File: src/dqu_pkg.sv
// ----------------------------------------------------------------------------
// dqu_pkg - shared definitions for the double-ended queue unit
// Field widths, request and error codes, and the per-result control struct.
// ----------------------------------------------------------------------------
`default_nettype none

package dqu_pkg;

    localparam int WORD_W    = 32;
    localparam int REQ_W     = 3;
    localparam int OCC_W     = 11;
    localparam int ERR_W     = 2;
    localparam int DEPTH_DEF = 1024;

    localparam logic [REQ_W-1:0] REQ_PUSH_FRONT = 3'd0;
    localparam logic [REQ_W-1:0] REQ_PUSH_BACK  = 3'd1;
    localparam logic [REQ_W-1:0] REQ_POP_FRONT  = 3'd2;
    localparam logic [REQ_W-1:0] REQ_POP_BACK   = 3'd3;

    localparam logic [ERR_W-1:0] ERR_OK    = 2'd0;
    localparam logic [ERR_W-1:0] ERR_EMPTY = 2'd1;
    localparam logic [ERR_W-1:0] ERR_FULL  = 2'd2;

    localparam logic signed [WORD_W-1:0] EMPTY_WORD = -32'sd1;

    // how one result is assembled once the ring read data is back
    typedef struct packed {
        logic             byp_front;
        logic             byp_back;
        logic             is_empty;
        logic [ERR_W-1:0] err;
    } t_resp_info;

endpackage

`default_nettype wire

File: src/dqu_ctrl.sv
// ----------------------------------------------------------------------------
// dqu_ctrl - head pointer and word count of the ring
// Decodes one request beat, updates the pointers and issues the ring accesses.
// ----------------------------------------------------------------------------
`default_nettype none

module dqu_ctrl #(
    parameter int DEPTH  = dqu_pkg::DEPTH_DEF,
    parameter int ADDR_W = $clog2(DEPTH),
    parameter int CNT_W  = $clog2(DEPTH + 1)
) (
    input  wire logic                        i_clk,
    input  wire logic                        i_rst_n,
    input  wire logic                        i_fire,
    input  wire logic [dqu_pkg::REQ_W-1:0]   i_req_type,
    output logic                             o_we,
    output logic [ADDR_W-1:0]                o_waddr,
    output logic [ADDR_W-1:0]                o_raddr_f,
    output logic [ADDR_W-1:0]                o_raddr_b,
    output logic [CNT_W-1:0]                 o_count,
    output dqu_pkg::t_resp_info              o_info
);

    localparam logic [CNT_W-1:0]  FULL_CNT = CNT_W'(DEPTH);
    localparam logic [CNT_W-1:0]  ONE_CNT  = CNT_W'(1);
    localparam logic [ADDR_W-1:0] LAST_IDX = ADDR_W'(DEPTH - 1);
    localparam logic [ADDR_W:0]   SUM_LIM  = (ADDR_W + 1)'(DEPTH);

    logic [ADDR_W-1:0] r_head, n_head;
    logic [CNT_W-1:0]  r_count, n_count;
    logic [CNT_W-1:0]  tail_cnt;
    logic [ADDR_W-1:0] tail_off;
    logic              full;
    logic              empty;

    function automatic logic [ADDR_W-1:0] wrap_add(input logic [ADDR_W-1:0] a,
                                                   input logic [ADDR_W-1:0] b);
        logic [ADDR_W:0] sum;
        sum = {1'b0, a} + {1'b0, b};
        if (sum >= SUM_LIM) begin
            sum = sum - SUM_LIM;
        end
        return sum[ADDR_W-1:0];
    endfunction

    always_ff @(posedge i_clk) begin
        if (!i_rst_n) begin
            r_head  <= '0;
            r_count <= '0;
        end else if (i_fire) begin
            r_head  <= n_head;
            r_count <= n_count;
        end
    end

    always_comb begin
        full             = (r_count == FULL_CNT);
        empty            = (r_count == '0);
        n_head           = r_head;
        n_count          = r_count;
        o_we             = 1'b0;
        o_waddr          = r_head;
        o_info.byp_front = 1'b0;
        o_info.byp_back  = 1'b0;
        o_info.err       = dqu_pkg::ERR_OK;
        case (i_req_type)
            dqu_pkg::REQ_PUSH_FRONT: begin
                if (full) begin
                    o_info.err = dqu_pkg::ERR_FULL;
                end else begin
                    n_head           = (r_head == '0) ? LAST_IDX : r_head - ADDR_W'(1);
                    n_count          = r_count + ONE_CNT;
                    o_we             = 1'b1;
                    o_waddr          = n_head;
                    o_info.byp_front = 1'b1;
                    o_info.byp_back  = empty;
                end
            end
            dqu_pkg::REQ_PUSH_BACK: begin
                if (full) begin
                    o_info.err = dqu_pkg::ERR_FULL;
                end else begin
                    n_count          = r_count + ONE_CNT;
                    o_we             = 1'b1;
                    o_waddr          = wrap_add(r_head, r_count[ADDR_W-1:0]);
                    o_info.byp_back  = 1'b1;
                    o_info.byp_front = empty;
                end
            end
            dqu_pkg::REQ_POP_FRONT: begin
                if (empty) begin
                    o_info.err = dqu_pkg::ERR_EMPTY;
                end else begin
                    n_head  = (r_head == LAST_IDX) ? '0 : r_head + ADDR_W'(1);
                    n_count = r_count - ONE_CNT;
                end
            end
            dqu_pkg::REQ_POP_BACK: begin
                if (empty) begin
                    o_info.err = dqu_pkg::ERR_EMPTY;
                end else begin
                    n_count = r_count - ONE_CNT;
                end
            end
            default: begin
            end
        endcase
        o_info.is_empty = (n_count == '0);
        // back entry sits count-1 places after the head
        tail_cnt  = o_info.is_empty ? '0 : n_count - ONE_CNT;
        tail_off  = tail_cnt[ADDR_W-1:0];
        o_raddr_f = n_head;
        o_raddr_b = wrap_add(n_head, tail_off);
        o_count   = n_count;
    end

endmodule

`default_nettype wire

File: config.mk
export PLATFORM = sky130hd
export DESIGN_NAME = dqu_ctrl
export DESIGN_NICKNAME = d
export VERILOG_FILES = /design/src/dqu_pkg.sv /design/src/dqu_ctrl.sv
export SDC_FILE = /design/constraint.sdc
export NUM_CORES = 1
export LEC_CHECK = 0
export ABC_AREA = 0
export BUFFER_PORTS_ARGS = -buffer_cell sky130_fd_sc_hd__buf_2
export CELL_PAD_IN_SITES_DETAIL_PLACEMENT = 1
export CELL_PAD_IN_SITES_GLOBAL_PLACEMENT = 2
export CORE_ASPECT_RATIO = 0.5
export CORE_MARGIN = 4
export CORE_UTILIZATION = 33
export DETAILED_ROUTE_END_ITERATION = 16
export PLACE_DENSITY_LB_ADDON = 0.3
export RECOVER_POWER = 100
export SYNTH_ARGS = -nofsm -noshare
export SYNTH_HDL_FRONTEND = slang
export SYNTH_SLANG_ARGS = --single-unit
File: constraint.sdc
create_clock -name i_clk -period 6.1 [get_ports i_clk]
set_input_delay 0 -clock i_clk [delete_from_list [all_inputs] [get_ports i_clk]]
set_output_delay 0 -clock i_clk [all_outputs]
set_load 0.02 [all_outputs]
==> impl_metrics.tcl <==
set metrics [dict create \
    rsz0062_at_grt "false" \
    antenna_found_initial 0 \
    wirelength_mm 13.0 \
    worstSkewPairLatency_ns 0.26 \
    hp-class "in2reg" \
    drv_cap 0 \
    drtIter0Drc 314 \
    cts_made_buffers 3 \
    required_ns 6.10 \
    netlist_area_mm2 0.00344 \
    cts.path.max_buffers 2 \
    initial_utilization_pct 33.8 \
    final_max_slew_viol_count 0 \
    worstHoldStart "i_rst_n" \
    gr-total-overflow 0 \
    clkTransAtPathRegs_ns 0.06 \
    syn_inst 490 \
    numPortBuffers 52 \
    wire_per_inst_um 19.8 \
    dp_cells 653 \
    synth_ff_type "dfxtp_1" \
    dr.pass1.iters 4 \
    final_common_cell "nor2_1" \
    cts_tree "yes" \
    fin_crit_sh_pct 88.7 \
    grt_pass1_wl_mm 21.1 \
    die-area_mm2 0.0122 \
    cts_root_buf "clkbuf_16" \
    r2r_start "r_head[1]" \
    r2r_cells 10 \
    fin_cells 657 \
    synthArstFlopShare_pct 0 \
    setup.worst_path.start_class "flop" \
    finish.utilization_pct 36.9 \
    hold_buffers 0 \
    status "complete, no violations" \
    crit_fanout 10 \
    io-pin-count 53 \
    area_growth_syn_to_layout_pct 9.21 \
    grt_pass1_vias 3747 \
    crit_type "reg2out" \
    crit_arrival_ns 5.41 \
    p_leak_nw 1.60 \
    finalSetupViolations 0 \
    post_cts_resized 0 \
    fillers 1332 \
    clkSinkCount 21 \
    hold_viol_final 0 \
    synth_edf_count 0 \
    yosys_warnings 0 \
    viasPerCell 5.65 \
    antenna_cells 0 \
    min_period_ns 5.41 \
    p_per_area_mw_per_mm2 234 \
    die_w_um 152 \
    mostFrequentLayoutCells "57 x nor2_1, 42 x nand2_1, 41 x clkbuf_1" \
    grt_max_degree 32 \
    syn_avg_cell_area_um2 7.01 \
    slew_headroom_pct 39.2 \
    fmax_ghz 0.185 \
    fin_nets 551 \
    cts_setup_buffers 0 \
    core_area_mm2 0.0102 \
    skew_ns 0.00373 \
    synth.net_count 523 \
    drive_gt1_share_pct 9.09 \
    ant_nets 0 \
    vdd_ir_drop_max_uv 92.0 \
    gp_congestion 0.901 \
    setup_tns_ns 0 \
    worstSetupStartpoint "r_count[1]" \
    die_height_um 80.2 \
    endpoint_kind "primary output" \
    num_vias 3709 \
    hold_path_depth 2 \
    hpwl_mm 10.2 \
    grt.total_usage_pct 21.4 \
    fp-row-count 26 \
    synth_cell_types 79 \
    drc 0 \
    h-tree-depth 1 \
    yosysSeqAreaShare_pct 12.2 \
    tightest_slew_ns 0.906 \
    synth_seq_cells 21 \
]
worst paths after layout:
kind	slack, ns	end
setup reg to reg	2.64	r_head[9]
hold reg to reg	0.67	r_head[9]
setup / recovery	0.69	o_raddr_b[9]
hold / removal	0.18	r_head[5]
worst max-delay path, stage by stage (launching register included):
cell and delay [ns]:
dfxtp_1 0.44, inv_1 0.20, ha_1 0.27, or4b_1 0.59, or3_1 0.40, a32oi_1 0.24, o21ai_2 0.15, nor4b_4 0.36
nand3_1 0.17, nor2_4 0.25, nor2_1 0.07, ha_1 0.28, a21o_1 0.18, a21oi_1 0.22, o21ai_0 0.16, o41ai_1 0.43
o21ai_0 0.20, xor2_1 0.19, xnor2_1 0.18, clkbuf_2 0.19
cells by family (layout without fill, tap and decap cells):
| family | count (synthesis) | after routing | synth area share, % |
|---|---|---|---|
| simple gates | 212 | 212 | 33.7 |
| compound gates | 132 | 132 | 26.5 |
| buf+inv | 61 | 88 | 7.57 |
| xor+xnor | 30 | 30 | 7.64 |
| fa+ha+maj | 27 | 27 | 10.3 |
| flops | 21 | 21 | 12.2 |
| mux | 7 | 7 | 2.11 |
metrics by stage:
step	hold slack (ns)	setup slack (ns)	power, mW	cell area, um2
floorplan	0.232	1.33	0.595	3440
global placement	0.441	1.20	0.756	3770
detailed placement	0.443	1.05	0.760	3770
CTS	0.173	0.730	0.904	3850
global route	0.198	0.0938	0.951	3750
finish	0.177	0.688	0.878	3750
registers in the layout, indices dropped and copies added (netlist names):
| register | cells |
|---|---|
| r_head | 10 |
| r_count | 11 |
layer usage:
layer	GRT usage, %	vias up	share of wire, %
met5	0	-	0
met4	3.23	0	1.0
met3	3.12	10	5.8
met2	32.2	98	40
met1	32.3	1771	53
li1	-	1830	-
cell usage after synthesis (all sizes together) (3+ instances only):
library cell	number	area (um2)
or4b	3	33.8
and2	6	37.5
nor4	10	75.1
nor3b	8	60.1
a31o	3	26.3
ha	25	313
mux2i	5	50.1
inv	22	82.6
nor2b	9	56.3
nor3	18	100
nand2	42	158
nand4	8	56.3
xor2	8	70.1
o31ai	3	22.5
and3	6	37.5
a21o	7	52.6
nand3b	4	30.0
o41ai	3	45.1
nand2b	5	33.8
o211ai	7	52.6
o21ai	28	144
clkbuf	28	105
o211a	8	80.1
a31oi	7	43.8
or3	3	23.8
or4	3	30.0
a21oi	37	189
dfxtp	21	420
xnor2	22	193
or2	5	31.3
nor4b	3	41.3
nand3	16	80.1
nor2	58	228
buf	11	72.6
o31a	4	35.0
power by group:
group          switching (mW)  leakage, nW  total [mW]  internal, mW
sequential             0.0318        0.173       0.179         0.147
combinational           0.365         1.39       0.559         0.194
clock                  0.0527       0.0409       0.141        0.0881
cell type report:
type / count / area, um2 / share of cell area [%]
clock buffer: 3 / 75.1 / 2.00
clock inverter: 1 / 5.00 / 0.133
inverter: 22 / 82.6 / 2.20
multi-input combinational: 408 / 2720 / 72.6
sequential: 21 / 420 / 11.2
tap: 140 / 175 / 4.67
timing repair buffer: 62 / 272 / 7.23
No activity file was read; power rests on OpenSTA's default activity.
